<file path="config.mk">
export PLATFORM = sky130hd
export DESIGN_NAME = hatch_span_mask_generator_flat
export DESIGN_NICKNAME = d
export VERILOG_FILES = /design/src/rtl/core/hsmg_pkg.sv /design/src/rtl/core/hsmg_span_if.sv /design/src/rtl/core/hsmg_word_if.sv /design/src/rtl/core/hsmg_cfg_if.sv /design/src/rtl/core/hsmg_mod_unit.sv /design/src/rtl/core/hatch_span_mask_generator.sv /design/src/flat_wrapper.sv
export VERILOG_INCLUDE_DIRS = /design/src /design/src/rtl/core
export SDC_FILE = /design/constraint.sdc
export NUM_CORES = 1
export LEC_CHECK = 0
export BUFFER_PORTS_ARGS = -buffer_cell sky130_fd_sc_hd__clkbuf_2
export CAP_MARGIN = 10
export CELL_PAD_IN_SITES_DETAIL_PLACEMENT = 0
export CELL_PAD_IN_SITES_GLOBAL_PLACEMENT = 2
export CORE_MARGIN = 1
export CORE_UTILIZATION = 41
export CTS_CLUSTER_DIAMETER = 100
export CTS_CLUSTER_SIZE = 10
export DETAILED_ROUTE_END_ITERATION = 10
export GPL_ROUTABILITY_DRIVEN = 0
export GPL_TIMING_DRIVEN = 0
export PLACE_DENSITY = 0.89
export REMOVE_ABC_BUFFERS = 1
export SLEW_MARGIN = 25
export SYNTH_ARGS = -nofsm -noshare
export SYNTH_HDL_FRONTEND = slang
export SYNTH_SLANG_ARGS = --single-unit
</file>
<file path="constraint.sdc">
create_clock -name i_clk -period 7.9 [get_ports i_clk]
set_clock_uncertainty 0.2 [all_clocks]
set_input_delay 0.79 -clock i_clk [delete_from_list [all_inputs] [get_ports i_clk]]
set_output_delay 0.79 -clock i_clk [all_outputs]
set_load 0.005 [all_outputs]
</file>
<file path="src/rtl/core/hatch_span_mask_generator_assert.svh">
// Assertion macros used by the hatch span mask generator RTL.
`ifndef HATCH_SPAN_MASK_GENERATOR_ASSERT_SVH
`define HATCH_SPAN_MASK_GENERATOR_ASSERT_SVH

// Checks that the consequent holds in the same cycle as the antecedent.
`define HSMG_ASSERT_NOW(lbl, clk, rst_n, ante, cons, msg) \
    lbl: assert property (@(posedge clk) disable iff (!rst_n) (ante) |-> (cons)) \
        else $error(msg);

// Checks that the consequent holds in the cycle after the antecedent.
`define HSMG_ASSERT_NEXT(lbl, clk, rst_n, ante, cons, msg) \
    lbl: assert property (@(posedge clk) disable iff (!rst_n) (ante) |=> (cons)) \
        else $error(msg);

`endif

</file>
<file path="src/rtl/core/hsmg_pkg.sv">
// Types and constants of the hatch span mask generator.
package hsmg_pkg;

    localparam int X_W          = 12;
    localparam int D_W          = 11;
    localparam int MASK_W       = 64;
    localparam int WORD_W       = 6;
    localparam int MARK_W       = 13;
    localparam int SCREEN_WIDTH = 4096;
    localparam int MOD_STEPS    = 12;
    localparam int CNT_W        = 4;

    localparam logic [X_W-1:0]    X_MAX         = X_W'(SCREEN_WIDTH - 1);
    localparam logic [D_W-1:0]    SPACING_RESET = D_W'(8);
    localparam logic [MARK_W-1:0] MARK_NONE     = '1;

    typedef enum logic [6:0] {
        ST_IDLE  = 7'b0000001,
        ST_MODS  = 7'b0000010,
        ST_HOFF  = 7'b0000100,
        ST_HNEG  = 7'b0001000,
        ST_MODL  = 7'b0010000,
        ST_FIRST = 7'b0100000,
        ST_WALK  = 7'b1000000
    } t_state;

    typedef struct packed {
        logic           start;
        logic [X_W-1:0] dividend;
        logic [X_W-1:0] divisor;
    } t_mod_req;

    typedef struct packed {
        logic           done;
        logic [X_W-1:0] rem;
    } t_mod_rsp;

endpackage

</file>
<file path="src/rtl/core/hsmg_span_if.sv">
// Channel that carries one span per transfer.
interface hsmg_span_if;
    logic                      valid;
    logic                      ready;
    logic [hsmg_pkg::X_W-1:0] x_left;
    logic [hsmg_pkg::X_W-1:0] x_right;
    logic [hsmg_pkg::X_W-1:0] scan_line;

    modport source (output valid, output x_left, output x_right, output scan_line,
                    input ready);
    modport sink (input valid, input x_left, input x_right, input scan_line,
                  output ready);
endinterface

</file>
<file path="src/rtl/core/hsmg_word_if.sv">
// Channel that carries one mask word per transfer.
interface hsmg_word_if;
    logic                         valid;
    logic                         ready;
    logic [hsmg_pkg::X_W-1:0]    word_base_x;
    logic [hsmg_pkg::MASK_W-1:0] pixel_mask;
    logic [hsmg_pkg::X_W-1:0]    line_echo;
    logic                         last_word;

    modport source (output valid, output word_base_x, output pixel_mask,
                    output line_echo, output last_word, input ready);
    modport sink (input valid, input word_base_x, input pixel_mask,
                  input line_echo, input last_word, output ready);
endinterface

</file>
<file path="src/rtl/core/hsmg_cfg_if.sv">
// Write channel of the hatch spacing register.
interface hsmg_cfg_if;
    logic                      valid;
    logic                      ready;
    logic [hsmg_pkg::D_W-1:0] hatch_spacing;

    modport source (output valid, output hatch_spacing, input ready);
    modport sink (input valid, input hatch_spacing, output ready);
endinterface

</file>
<file path="src/rtl/core/hsmg_mod_unit.sv">
// Serial remainder unit that resolves one dividend bit per cycle.
module hsmg_mod_unit (
    input  logic                i_clk,
    input  logic                i_rst_n,
    input  hsmg_pkg::t_mod_req  i_req,
    output hsmg_pkg::t_mod_rsp  o_rsp
);

    logic                          r_busy;
    logic                          r_done;
    logic [hsmg_pkg::CNT_W-1:0]    r_cnt;
    logic [hsmg_pkg::X_W-1:0]      r_num;
    logic [hsmg_pkg::X_W-1:0]      r_rem;
    logic [hsmg_pkg::X_W:0]        trial;
    logic [hsmg_pkg::X_W-1:0]      n_rem;

    always_comb begin
        trial = {r_rem, r_num[hsmg_pkg::X_W-1]};
        if (trial >= {1'b0, i_req.divisor}) begin
            n_rem = hsmg_pkg::X_W'(trial - {1'b0, i_req.divisor});
        end else begin
            n_rem = trial[hsmg_pkg::X_W-1:0];
        end
    end

    always_ff @(posedge i_clk) begin
        if (!i_rst_n) begin
            r_busy <= 1'b0;
            r_done <= 1'b0;
            r_cnt  <= '0;
        end else if (i_req.start) begin
            r_busy <= 1'b1;
            r_done <= 1'b0;
            r_cnt  <= hsmg_pkg::CNT_W'(hsmg_pkg::MOD_STEPS);
        end else if (r_busy) begin
            r_cnt <= r_cnt - hsmg_pkg::CNT_W'(1);
            if (r_cnt == hsmg_pkg::CNT_W'(1)) begin
                r_busy <= 1'b0;
                r_done <= 1'b1;
            end
        end else begin
            r_done <= 1'b0;
        end
    end

    always_ff @(posedge i_clk) begin
        if (i_req.start) begin
            r_num <= i_req.dividend;
            r_rem <= '0;
        end else if (r_busy) begin
            r_num <= {r_num[hsmg_pkg::X_W-2:0], 1'b0};
            r_rem <= n_rem;
        end
    end

    assign o_rsp.done = r_done;
    assign o_rsp.rem  = r_rem;

endmodule

</file>
<file path="src/rtl/core/hatch_span_mask_generator.sv">
// Top level of the hatch span mask generator.
//
// A span (x_left, x_right, scan_line) enters on i_span and yields one
// 64-pixel mask word per aligned word from the word of x_left to the word
// of x_right, on o_word; the last word of a span carries last_word.
// A span with x_left greater than x_right yields no words.
// The hatch spacing is written on i_cfg, which is always ready; write it
// only while no span is in progress.
// i_span is ready only while no span is in progress. With a nonzero spacing
// a span's setup is dominated by two passes through the serial remainder
// unit, then the walk sets each hatch point inside the span and hands out
// each mask word in turn. With zero spacing the setup skips both passes.
// An empty span is absorbed in its transfer cycle.
// A finished word waits in the output register; while o_word is stalled the
// walk sets the points of its word, then holds until the register empties.
// Reset returns the block to idle, empties the output register and sets the
// spacing to 8.
module hatch_span_mask_generator (
    input  logic          i_clk,
    input  logic          i_rst_n,
    hsmg_span_if.sink     i_span,
    hsmg_cfg_if.sink      i_cfg,
    hsmg_word_if.source   o_word
);

    `include "hatch_span_mask_generator_assert.svh"

    hsmg_pkg::t_state                r_state, n_state;
    logic [hsmg_pkg::D_W-1:0]        r_d;
    logic [hsmg_pkg::X_W-1:0]        r_t, n_t;
    logic [hsmg_pkg::X_W-1:0]        r_left, n_left;
    logic [hsmg_pkg::X_W-1:0]        r_right, n_right;
    logic [hsmg_pkg::X_W-1:0]        r_scan, n_scan;
    logic [hsmg_pkg::D_W-1:0]        r_h, n_h;
    logic [hsmg_pkg::X_W-1:0]        r_hn, n_hn;
    logic [hsmg_pkg::X_W-1:0]        r_step_ab, n_step_ab;
    logic [hsmg_pkg::X_W-1:0]        r_step_ba, n_step_ba;
    logic [hsmg_pkg::MARK_W-1:0]     r_mark, n_mark;
    logic                            r_phase, n_phase;
    logic [hsmg_pkg::WORD_W-1:0]     r_word, n_word;
    logic [hsmg_pkg::MASK_W-1:0]     r_mask, n_mask;
    logic                            r_out_valid, n_out_valid;
    logic [hsmg_pkg::X_W-1:0]        r_out_base, n_out_base;
    logic [hsmg_pkg::MASK_W-1:0]     r_out_mask, n_out_mask;
    logic [hsmg_pkg::X_W-1:0]        r_out_line, n_out_line;
    logic                            r_out_last, n_out_last;

    hsmg_pkg::t_mod_req              mod_req;
    hsmg_pkg::t_mod_rsp              mod_rsp;

    logic                            span_xfer;
    logic [hsmg_pkg::X_W-1:0]        right_clip;
    logic                            out_free;
    logic [hsmg_pkg::X_W-1:0]        dist_a;
    logic [hsmg_pkg::X_W-1:0]        h_ext;
    logic [hsmg_pkg::X_W-1:0]        hn_calc;
    logic [hsmg_pkg::X_W-1:0]        hdiff;
    logic [hsmg_pkg::X_W-1:0]        base0;
    logic                            hit;
    logic [hsmg_pkg::X_W-1:0]        step_sel;
    logic                            is_last;

    hsmg_mod_unit u_mod (
        .i_clk   (i_clk),
        .i_rst_n (i_rst_n),
        .i_req   (mod_req),
        .o_rsp   (mod_rsp)
    );

    assign i_span.ready = (r_state == hsmg_pkg::ST_IDLE);
    assign i_cfg.ready  = 1'b1;
    assign span_xfer    = i_span.valid && i_span.ready;
    assign right_clip   = (i_span.x_right > hsmg_pkg::X_MAX) ? hsmg_pkg::X_MAX
                                                              : i_span.x_right;
    assign out_free     = !r_out_valid || o_word.ready;

    assign h_ext   = {1'b0, r_h};
    assign dist_a  = (mod_rsp.rem >= {1'b0, r_d}) ? (mod_rsp.rem - {1'b0, r_d})
                                                    : ({1'b0, r_d} - mod_rsp.rem);
    assign hn_calc = (r_h == '0) ? '0 : (r_t - h_ext);
    assign hdiff   = hn_calc - h_ext;
    assign base0   = r_left - mod_rsp.rem;
    assign hit     = (r_mark <= {1'b0, r_right})
                  && (r_mark[hsmg_pkg::MARK_W-1:hsmg_pkg::WORD_W] == {1'b0, r_word});
    assign step_sel = r_phase ? r_step_ba : r_step_ab;
    assign is_last  = (r_word == r_right[hsmg_pkg::X_W-1:hsmg_pkg::WORD_W]);

    always_comb begin
        n_state     = r_state;
        n_t         = r_t;
        n_left      = r_left;
        n_right     = r_right;
        n_scan      = r_scan;
        n_h         = r_h;
        n_hn        = r_hn;
        n_step_ab   = r_step_ab;
        n_step_ba   = r_step_ba;
        n_mark      = r_mark;
        n_phase     = r_phase;
        n_word      = r_word;
        n_mask      = r_mask;
        n_out_valid = r_out_valid && !o_word.ready;
        n_out_base  = r_out_base;
        n_out_mask  = r_out_mask;
        n_out_line  = r_out_line;
        n_out_last  = r_out_last;
        mod_req.start    = 1'b0;
        mod_req.dividend = r_left;
        mod_req.divisor  = r_t;

        unique case (r_state)
            hsmg_pkg::ST_IDLE: begin
                if (span_xfer && (i_span.x_left <= right_clip)) begin
                    n_t     = {r_d, 1'b0};
                    n_left  = i_span.x_left;
                    n_right = right_clip;
                    n_scan  = i_span.scan_line;
                    if (r_d == '0) begin
                        n_state = hsmg_pkg::ST_FIRST;
                    end else begin
                        mod_req.start    = 1'b1;
                        mod_req.dividend = i_span.scan_line;
                        mod_req.divisor  = {r_d, 1'b0};
                        n_state          = hsmg_pkg::ST_MODS;
                    end
                end
            end
            hsmg_pkg::ST_MODS: begin
                if (mod_rsp.done) begin
                    n_state = hsmg_pkg::ST_HOFF;
                end
            end
            hsmg_pkg::ST_HOFF: begin
                n_h     = hsmg_pkg::D_W'({1'b0, r_d} - dist_a);
                n_state = hsmg_pkg::ST_HNEG;
            end
            hsmg_pkg::ST_HNEG: begin
                n_hn          = hn_calc;
                n_step_ab     = (hdiff == '0) ? r_t : hdiff;
                n_step_ba     = r_t - hdiff;
                mod_req.start = 1'b1;
                n_state       = hsmg_pkg::ST_MODL;
            end
            hsmg_pkg::ST_MODL: begin
                if (mod_rsp.done) begin
                    n_state = hsmg_pkg::ST_FIRST;
                end
            end
            hsmg_pkg::ST_FIRST: begin
                n_word = r_left[hsmg_pkg::X_W-1:hsmg_pkg::WORD_W];
                n_mask = '0;
                if (r_t == '0) begin
                    n_mark  = hsmg_pkg::MARK_NONE;
                    n_phase = 1'b0;
                end else if (mod_rsp.rem <= h_ext) begin
                    n_mark  = {1'b0, base0} + {1'b0, h_ext};
                    n_phase = 1'b0;
                end else if (mod_rsp.rem <= r_hn) begin
                    n_mark  = {1'b0, base0} + {1'b0, r_hn};
                    n_phase = 1'b1;
                end else begin
                    n_mark  = {1'b0, base0} + {1'b0, r_t} + {2'b00, r_h};
                    n_phase = 1'b0;
                end
                n_state = hsmg_pkg::ST_WALK;
            end
            hsmg_pkg::ST_WALK: begin
                if (hit) begin
                    n_mask  = r_mask | (hsmg_pkg::MASK_W'(1) << r_mark[hsmg_pkg::WORD_W-1:0]);
                    n_mark  = r_mark + {1'b0, step_sel};
                    n_phase = !r_phase;
                end else if (out_free) begin
                    n_out_valid = 1'b1;
                    n_out_base  = {r_word, {hsmg_pkg::WORD_W{1'b0}}};
                    n_out_mask  = r_mask;
                    n_out_line  = r_scan;
                    n_out_last  = is_last;
                    n_mask      = '0;
                    n_word      = r_word + hsmg_pkg::WORD_W'(1);
                    if (is_last) begin
                        n_state = hsmg_pkg::ST_IDLE;
                    end
                end
            end
            default: begin
                n_state = hsmg_pkg::ST_IDLE;
            end
        endcase
    end

    always_ff @(posedge i_clk) begin
        if (!i_rst_n) begin
            r_state     <= hsmg_pkg::ST_IDLE;
            r_d         <= hsmg_pkg::SPACING_RESET;
            r_out_valid <= 1'b0;
        end else begin
            r_state     <= n_state;
            r_out_valid <= n_out_valid;
            if (i_cfg.valid && i_cfg.ready) begin
                r_d <= i_cfg.hatch_spacing;
            end
        end
    end

    always_ff @(posedge i_clk) begin
        r_t        <= n_t;
        r_left     <= n_left;
        r_right    <= n_right;
        r_scan     <= n_scan;
        r_h        <= n_h;
        r_hn       <= n_hn;
        r_step_ab  <= n_step_ab;
        r_step_ba  <= n_step_ba;
        r_mark     <= n_mark;
        r_phase    <= n_phase;
        r_word     <= n_word;
        r_mask     <= n_mask;
        r_out_base <= n_out_base;
        r_out_mask <= n_out_mask;
        r_out_line <= n_out_line;
        r_out_last <= n_out_last;
    end

    assign o_word.valid       = r_out_valid;
    assign o_word.word_base_x = r_out_base;
    assign o_word.pixel_mask  = r_out_mask;
    assign o_word.line_echo   = r_out_line;
    assign o_word.last_word   = r_out_last;

    `HSMG_ASSERT_NOW(a_walk_mark_from_left, i_clk, i_rst_n,
        r_state == hsmg_pkg::ST_WALK, r_mark >= {1'b0, r_left},
        "Hatch point lies left of the span.")
    `HSMG_ASSERT_NOW(a_walk_word_in_span, i_clk, i_rst_n,
        r_state == hsmg_pkg::ST_WALK,
        (r_word >= r_left[hsmg_pkg::X_W-1:hsmg_pkg::WORD_W])
        && (r_word <= r_right[hsmg_pkg::X_W-1:hsmg_pkg::WORD_W]),
        "Mask word outside the span.")
    `HSMG_ASSERT_NOW(a_rem_done_in_wait, i_clk, i_rst_n,
        mod_rsp.done,
        (r_state == hsmg_pkg::ST_MODS || r_state == hsmg_pkg::ST_MODL)
        && (mod_rsp.rem < r_t),
        "Remainder finished outside a wait state or out of range.")
    `HSMG_ASSERT_NOW(a_walk_steps_nonzero, i_clk, i_rst_n,
        r_state == hsmg_pkg::ST_WALK && r_t != '0,
        r_step_ab != '0 && r_step_ba != '0,
        "Hatch walk step is zero.")
    `HSMG_ASSERT_NEXT(a_last_word_ends_span, i_clk, i_rst_n,
        r_state == hsmg_pkg::ST_WALK && !hit && out_free && is_last,
        r_state == hsmg_pkg::ST_IDLE && r_out_valid && r_out_last,
        "Last word did not end the span.")

endmodule

</file>
<file path="src/flat_wrapper.sv">
// flat-port wrapper written by rule: the top's interface ports become plain ports
module hatch_span_mask_generator_flat 
  (i_clk, i_rst_n, i_span_valid, i_span_x_left, i_span_x_right, i_span_scan_line, i_span_ready, i_cfg_valid, i_cfg_hatch_spacing, i_cfg_ready, o_word_valid, o_word_word_base_x, o_word_pixel_mask, o_word_line_echo, o_word_last_word, o_word_ready);
  hsmg_span_if i_span_i ();
  hsmg_cfg_if i_cfg_i ();
  hsmg_word_if o_word_i ();
  input  logic i_clk;
  input  logic i_rst_n;
  input wire logic [$bits(i_span_i.valid)-1:0] i_span_valid;
  input wire logic [$bits(i_span_i.x_left)-1:0] i_span_x_left;
  input wire logic [$bits(i_span_i.x_right)-1:0] i_span_x_right;
  input wire logic [$bits(i_span_i.scan_line)-1:0] i_span_scan_line;
  output wire logic [$bits(i_span_i.ready)-1:0] i_span_ready;
  input wire logic [$bits(i_cfg_i.valid)-1:0] i_cfg_valid;
  input wire logic [$bits(i_cfg_i.hatch_spacing)-1:0] i_cfg_hatch_spacing;
  output wire logic [$bits(i_cfg_i.ready)-1:0] i_cfg_ready;
  output wire logic [$bits(o_word_i.valid)-1:0] o_word_valid;
  output wire logic [$bits(o_word_i.word_base_x)-1:0] o_word_word_base_x;
  output wire logic [$bits(o_word_i.pixel_mask)-1:0] o_word_pixel_mask;
  output wire logic [$bits(o_word_i.line_echo)-1:0] o_word_line_echo;
  output wire logic [$bits(o_word_i.last_word)-1:0] o_word_last_word;
  input wire logic [$bits(o_word_i.ready)-1:0] o_word_ready;
  assign i_span_i.valid = i_span_valid;
  assign i_span_i.x_left = i_span_x_left;
  assign i_span_i.x_right = i_span_x_right;
  assign i_span_i.scan_line = i_span_scan_line;
  assign i_span_ready = i_span_i.ready;
  assign i_cfg_i.valid = i_cfg_valid;
  assign i_cfg_i.hatch_spacing = i_cfg_hatch_spacing;
  assign i_cfg_ready = i_cfg_i.ready;
  assign o_word_valid = o_word_i.valid;
  assign o_word_word_base_x = o_word_i.word_base_x;
  assign o_word_pixel_mask = o_word_i.pixel_mask;
  assign o_word_line_echo = o_word_i.line_echo;
  assign o_word_last_word = o_word_i.last_word;
  assign o_word_i.ready = o_word_ready;
  hatch_span_mask_generator u_core (.i_clk(i_clk), .i_rst_n(i_rst_n), .i_span(i_span_i), .i_cfg(i_cfg_i), .o_word(o_word_i));
endmodule
</file>
==> run summary, run 1 <==
Status - completed
Ys Warns - 0
Routed len/inst - 19.9 um
WP data required - 7.99 ns
DP Wirelength - 38.2 mm
Switching Share - 0.419
1st-iter DRT viols - 870
Worst path buffer plus inverter count - 2
Antenna-violating nets left - 0
Clk Latency, worst-skew pair - 0.56 ns
Seq/Total Area, Yosys - 0.469
Leakage Power - 8.80 nW
Inserted Clock Buffers - 36
CTS tree - yes
Vias/cell - 5.48
Finished Core Util - 0.471
Psw - 3.51 mW
Sequential power share - 0.269
Met2 wire length - 23.7 mm
Global-route wire length before repair - 77.4 mm
Logic pwr share - 0.554
Met3 Wirelength - 2.33 mm
# nets final - 2185
PD cells - 390 nW/um2
Clk root buf - clkbuf_16
Sink Count - 310
Clk pwr share - 0.176
Vias in the first global route - 13547
Critical path depth - 20
Slew headroom - 0.296
Post-route cell area - 21500 um2
Family with the most delay on the worst path - adder cells
Crit. End Element - register
Post-route DRC - 0
Pre-CTS setup slack - 2.13 ns
Die area - 47400 um2
TritonRoute pass-1 iters - 5
Count of different cell masters after synthesis - 91
Slew @ Worst Pin - 1.05 ns
Worst setup margin - 2.11 ns
Post-CTS Setup Inserts - 0
Hold path depth - 0
Die H - 218 um
Final Max Tran Viols - 0
Mapped Avg Cell Area - 10.6 um2
Total negative setup slack - 0 ns
Share of post-route cells with drive strength above 1 - 0.124
Worst Hold Slack - 0.219 ns
Placement Cell Area - 20500 um2
Post-Route WL - 50.5 mm
IO Pins - 144
CP max stage cell - edfxtp_1
Total grt overflow - 0
VDD IR-drop max - 334 uV
# diodes - 0
FP Rows - 78
Synth-to-layout area growth - 12.7%
Startpoint class of the critical path - register
Vias - 13934
Synth Flop Type - edfxtp_1
Cts repair resizes - 0
Critical path class - register to register
CP cell instances - inv_1 > fa_1 > nor2b_1 > o21ai_0 > and3_1 > nor3_1 > ha_1 > a21o_1 > a22oi_1 > nor2b_1 > xnor2_1 > inv_1 > ha_1 > nand3_1 > nand2_1 > a41o_1 > o41a_1 > maj3_1 > a21oi_1 > xnor2_1
Routed met1 length - 22.4 mm
Top sig layer - met4
Setup violators final - 0
Internal power - 4.87 mW
Mapped Cells - 1792
Final hold vios - 0
Initial core utilization - 0.418
Crit-path max cell delay - 0.70 ns
Async SR Flop Fraction - 0
CP max FO - 5
CTS max path bufs - 3
Fin crit share - 0.732
Reg clk slew, reported paths - 0.06 ns
Reg2reg path depth - 20
Syn Std Cell Area - 19100 um2
Pin count of the biggest net entering global routing - 66
Fmax - 173 MHz
Seq cells post-synth - 310
DIE WIDTH - 218 um
Minimum clock period - 5.79 ns
Post-synth EDFFs - 273
Worst Hold Class - register to register
Max-cap viol count - 0
Crit path arrival time - 5.87 ns
CTS Hold Buffers Added - 0
Initial antenna violation count - 1
Core area - 45700 um2
Unrepaired setup endpoints after global routing - false
Gr usage total - 0.214
CTS H-tree depth - 2
# port buffers - 136
[metrics by stage]
step,std cells,power [mW]
detailed placement,2493,6.88
global placement,2476,6.79
floorplan,1740,5.77
global route,2543,9.04
CTS,2543,8.39
finish,2543,8.38
[worst paths after layout]
check	startpoint	endpoint	slack (ns)
min	u_core.r_scan[6]	u_core.o_word.line_echo[6]	0.22
max	u_core.r_t[1]	u_core.r_step_ba[11]	2.11
min reg2reg	u_core.r_scan[6]	u_core.o_word.line_echo[6]	0.22
max reg2reg	u_core.r_t[1]	u_core.r_step_ba[11]	2.11
[per-layer routing]
layer / vias to the layer above / track usage
met2: 396 / 0.351
met4: 0 / 0.0948
met3: 109 / 0.0297
met5: - / 0
met1: 6652 / 0.281
li1: 6777 / -
[synth_stat cells (39+ instances only)]
master / instances / share of area
inv_1: 163 / 0.032
ha_1: 180 / 0.12
a21o_1: 39 / 0.015
xnor2_1: 59 / 0.027
nor3_1: 47 / 0.012
clkbuf_1: 46 / 0.0091
nand2_1: 75 / 0.015
o21ai_0: 52 / 0.014
nor2_1: 182 / 0.036
edfxtp_1: 273 / 0.43
a21oi_1: 154 / 0.040
xor2_1: 54 / 0.025
[logic make-up (layout without fill, tap and decap cells)]
family | count (synthesis) | count (layout) | synth area share
AND/OR/NAND/NOR | 446 | 446 | 0.112
AO/OA/AOI/OAI | 437 | 437 | 0.148
adder cells (fa/ha/maj) | 204 | 204 | 0.142
multiplexers | 51 | 51 | 0.0280
other | 2 | 12 | 0.000394
flip-flops | 310 | 310 | 0.469
buffers and inverters | 227 | 368 | 0.0466
XOR/XNOR | 115 | 115 | 0.0536
[layout by cell type, fill, tap and decap left out, types with 5 or more instances in the layout]
master and count:
edfxtp_1 273, ha_1 180, nor2_1 179, inv_1 163
a21oi_1 153, clkbuf_2 136, nand2_1 73, xnor2_1 59
xor2_1 54, o21ai_0 52, nor3_1 46, a21o_1 39
dfxtp_1 37, clkbuf_16 36, mux2i_1 35, a211oi_1 28
nor2b_1 25, o21ai_1 25, fa_1 22, o21a_1 19
nand2b_1 19, nand3_1 19, a22oi_1 18, and3_1 17
a31oi_1 14, mux2_2 14, nor4_1 13, nand4_1 12
conb_1 12, or3_1 11, o21bai_1 11, clkbuf_1 11
buf_4 11, o211ai_1 8, o41ai_1 7, nand4b_1 6
o31a_1 5
[power by group through the flow]
stage / combinational, mW / clock [mW] / sequential (mW)
6_report: 4.64 / 1.48 / 2.26
5_1_grt: 5.21 / 1.57 / 2.26
4_1_cts: 4.63 / 1.51 / 2.25
3_5_place_dp: 4.60 / 0 / 2.28
3_3_place_gp: 4.49 / 0 / 2.29
2_1_floorplan: 3.58 / 0 / 2.18
[cell type report]
cell class / instances / area, um2
clock buffer: 47 / 942
clock inverter: 3 / 45.0
fill: 4240 / 24200
inverter: 165 / 619
multi-input combinational: 1265 / 9350
sequential: 310 / 8940
tap: 600 / 751
timing repair buffer: 153 / 848
[flip-flops by register name (all words and copies together), names as in the netlist, 6 cells and up]
name                       cells
u_core.r_scan                 12
u_core.r_step_ab              12
u_core.r_step_ba              12
u_core.r_state                 7
u_core.u_mod.r_rem            12
u_core.r_word                  6
u_core.r_hn                   12
u_core.r_mark                 13
u_core.r_left                 12
u_core.o_word.line_echo       12
u_core.r_right                12
u_core.u_mod.r_num            12
u_core.r_mask                 64
u_core.o_word.pixel_mask      64
u_core.r_h                    11
u_core.r_t                    11
u_core.r_d                    11
u_core.o_word.word_base_x      6
No activity file was read; power rests on OpenSTA's default activity.
==> run 2, diff against run 1 <==
--- a/config.mk
+++ b/config.mk
@@ -11,13 +11,13 @@
 export CELL_PAD_IN_SITES_DETAIL_PLACEMENT = 0
 export CELL_PAD_IN_SITES_GLOBAL_PLACEMENT = 2
 export CORE_MARGIN = 1
-export CORE_UTILIZATION = 41
+export CORE_UTILIZATION = 37
 export CTS_CLUSTER_DIAMETER = 100
 export CTS_CLUSTER_SIZE = 10
 export DETAILED_ROUTE_END_ITERATION = 10
 export GPL_ROUTABILITY_DRIVEN = 0
 export GPL_TIMING_DRIVEN = 0
-export PLACE_DENSITY = 0.89
+export PLACE_DENSITY = 0.85
 export REMOVE_ABC_BUFFERS = 1
 export SLEW_MARGIN = 25
 export SYNTH_ARGS = -nofsm -noshare
==> constraint.sdc (replaced) <==
create_clock -name i_clk -period 5.32 [get_ports i_clk]
set_clock_uncertainty 0.2 [all_clocks]
set_input_delay 0.532 -clock i_clk [delete_from_list [all_inputs] [get_ports i_clk]]
set_output_delay 0.532 -clock i_clk [all_outputs]
set_load 0.005 [all_outputs]
==> run 2 against run 1 <==
Net effect:
- final cell count up 4.3%
- die area is 11% higher
- global-route usage fell by 2.3 points
- final area is 2.4% higher
- largest cell class unchanged
- combinational power grew 51%
- setup slack worse by 1.9 ns
- critical path type unchanged
- power increased by 49%
- sequential cell count unchanged
- via count decreased by 0.62%
- first-iteration DRC count is 8.3% higher
- critical path depth up 1
- wire length increased by 0.24%
==> run summary, run 2 (same netlist as run 1, synthesis figures left out) <==
CP cell instances - buf_4 > nor4_1 > nand2_1 > nor4_4 > buf_4 > a21oi_1 > and2_2 > ha_1 > and3_1 > a22oi_2 > nor2b_4 > xnor2_2 > inv_1 > ha_4 > nand3_1 > nand2_1 > a41o_1 > o41a_1 > maj3_1 > a21oi_1 > xnor2_1
Routed len/inst - 19.1 um
# fillers - 4891
Post-Route WL - 50.6 mm
Crit path arrival time - 5.20 ns
Post-route DRC - 0
Antenna-violating nets left - 0
Worst setup margin - 0.192 ns
VDD IR-drop max - 269 uV
CP startpoint - u_core.r_h[1]
Setup violators final - 0
Die area - 52500 um2
CTS tree - yes
# nets final - 2223
# diodes - 0
IO Pins - 144
Most frequent cells in the layout - edfxtp_1, ha_1, nor2_1
Family with the most delay on the worst path - simple AND/OR/NAND/NOR gates
Max-cap viol count - 0
Reg clk slew, reported paths - 0.06 ns
Hold path depth - 1
Slew headroom - 0.288
R2r startpoint - u_core.r_h[1]
Final non-filler cell total - 2653
PD cells - 569 nW/um2
Worst Hold Class - input pin to register
Final Max Tran Viols - 0
Commonest non-fill, non-tap cell in the layout - edfxtp_1
Clk root buf - clkbuf_16
# port buffers - 136
Critical path class - register to register
Worst path buffer plus inverter count - 3
Initial antenna violation count - 0
CTS H-tree depth - 2
Total grt overflow - 0
Reg2reg path depth - 21
Vias in the first global route - 13406
Clk Latency, worst-skew pair - 0.55 ns
Minimum clock period - 5.13 ns
Hold wc startpoint - i_span_x_left[10]
Vias - 13847
Reg2reg setup slack - 0.19 ns
Pre-CTS setup slack - -0.344 ns
Pin count of the biggest net entering global routing - 66
Initial core utilization - 0.378
DIE WIDTH - 229 um
FP Rows - 82
Crit-path max cell delay - 0.44 ns
Startpoint class of the critical path - register
Inserted Clock Buffers - 36
DP Wirelength - 38.4 mm
WP data required - 5.39 ns
Die H - 229 um
Slew @ Worst Pin - 1.06 ns
Critical path depth - 21
Worst Hold Slack - 0.0182 ns
CTS max path bufs - 3
Crit. End Element - register
Fmax - 195 MHz
Vias/cell - 5.22
Synth-to-layout area growth - 15.4%
Inst Count DP - 2563
Sink Count - 310
1st-iter DRT viols - 942
Status - completed
Global-route wire length before repair - 77.6 mm
Share of post-route cells with drive strength above 1 - 0.138
Core area - 50500 um2
TritonRoute pass-1 iters - 5
Finished Core Util - 0.436
Fin crit share - 0.964
CP max stage cell - edfxtp_1
Final hold vios - 0
CP max FO - 12
Total negative setup slack - 0 ns
Gr usage total - 0.191
Leakage Power - 8.99 nW
run 2: power breakdown:
part / switching [mW] / internal (mW)
clock network: 0.946 / 1.24
registers: 0.265 / 3.06
logic: 3.97 / 3.04
run 2: final cells by class:
class | instances | area (um2) | area share
repair buffers | 191 | 1180 | 0.0537
clock buffers | 47 | 942 | 0.0428
flip-flops and latches | 310 | 8940 | 0.406
well taps | 672 | 841 | 0.0382
multi-input cells | 1265 | 9430 | 0.428
inverters | 165 | 631 | 0.0286
clock inverters | 3 | 45.0 | 0.00205
run 2: metrics by stage:
| step | instance area, um2 | total power, mW |
|---|---|---|
| after floorplan | 18800 | 8.56 |
| after global placement | 20400 | 10.0 |
| after detailed placement | 20600 | 10.2 |
| after CTS | 21800 | 12.4 |
| after global routing | 22000 | 13.5 |
| final | 22000 | 12.5 |
run 2: layer usage:
metal,GRT usage,vias to the layer above,wire [um]
met1,0.257,6601,23100
met5,0,-,0
met2,0.314,336,23700
met4,0.0669,0,1730
li1,-,6832,-
met3,0.0239,78,2070
run 2: final timing paths:
check	endpoint
worst max-delay path	u_core.r_step_ba[11]
worst min register to register	u_core.o_word.line_echo[8]
worst min-delay path	u_core.r_left[10]
worst max register to register	u_core.r_step_ba[11]
run 2: worst register-to-register path, delay by kind of cell, from the launching register on:
| family | cells | cell delay, ns |
|---|---|---|
| xor gates and xnor gates | 2 | 0.23 |
| DFF | 1 | 0.44 |
| buffers and inverters | 3 | 0.60 |
| AOI/OAI and AO/OA | 5 | 1.03 |
| adders and majority gates | 3 | 0.96 |
| and+or+nand+nor | 8 | 1.41 |
run 2: repair_timing:
item | CTS | global route
endpoints found under the setup margin | 4 | 25
buffers inserted | 4 | 17
endpoints found under the hold margin | 15 | 4
pin swaps | 1 | 3
hold buffers | 15 | 4
resized for setup | 4 | 15
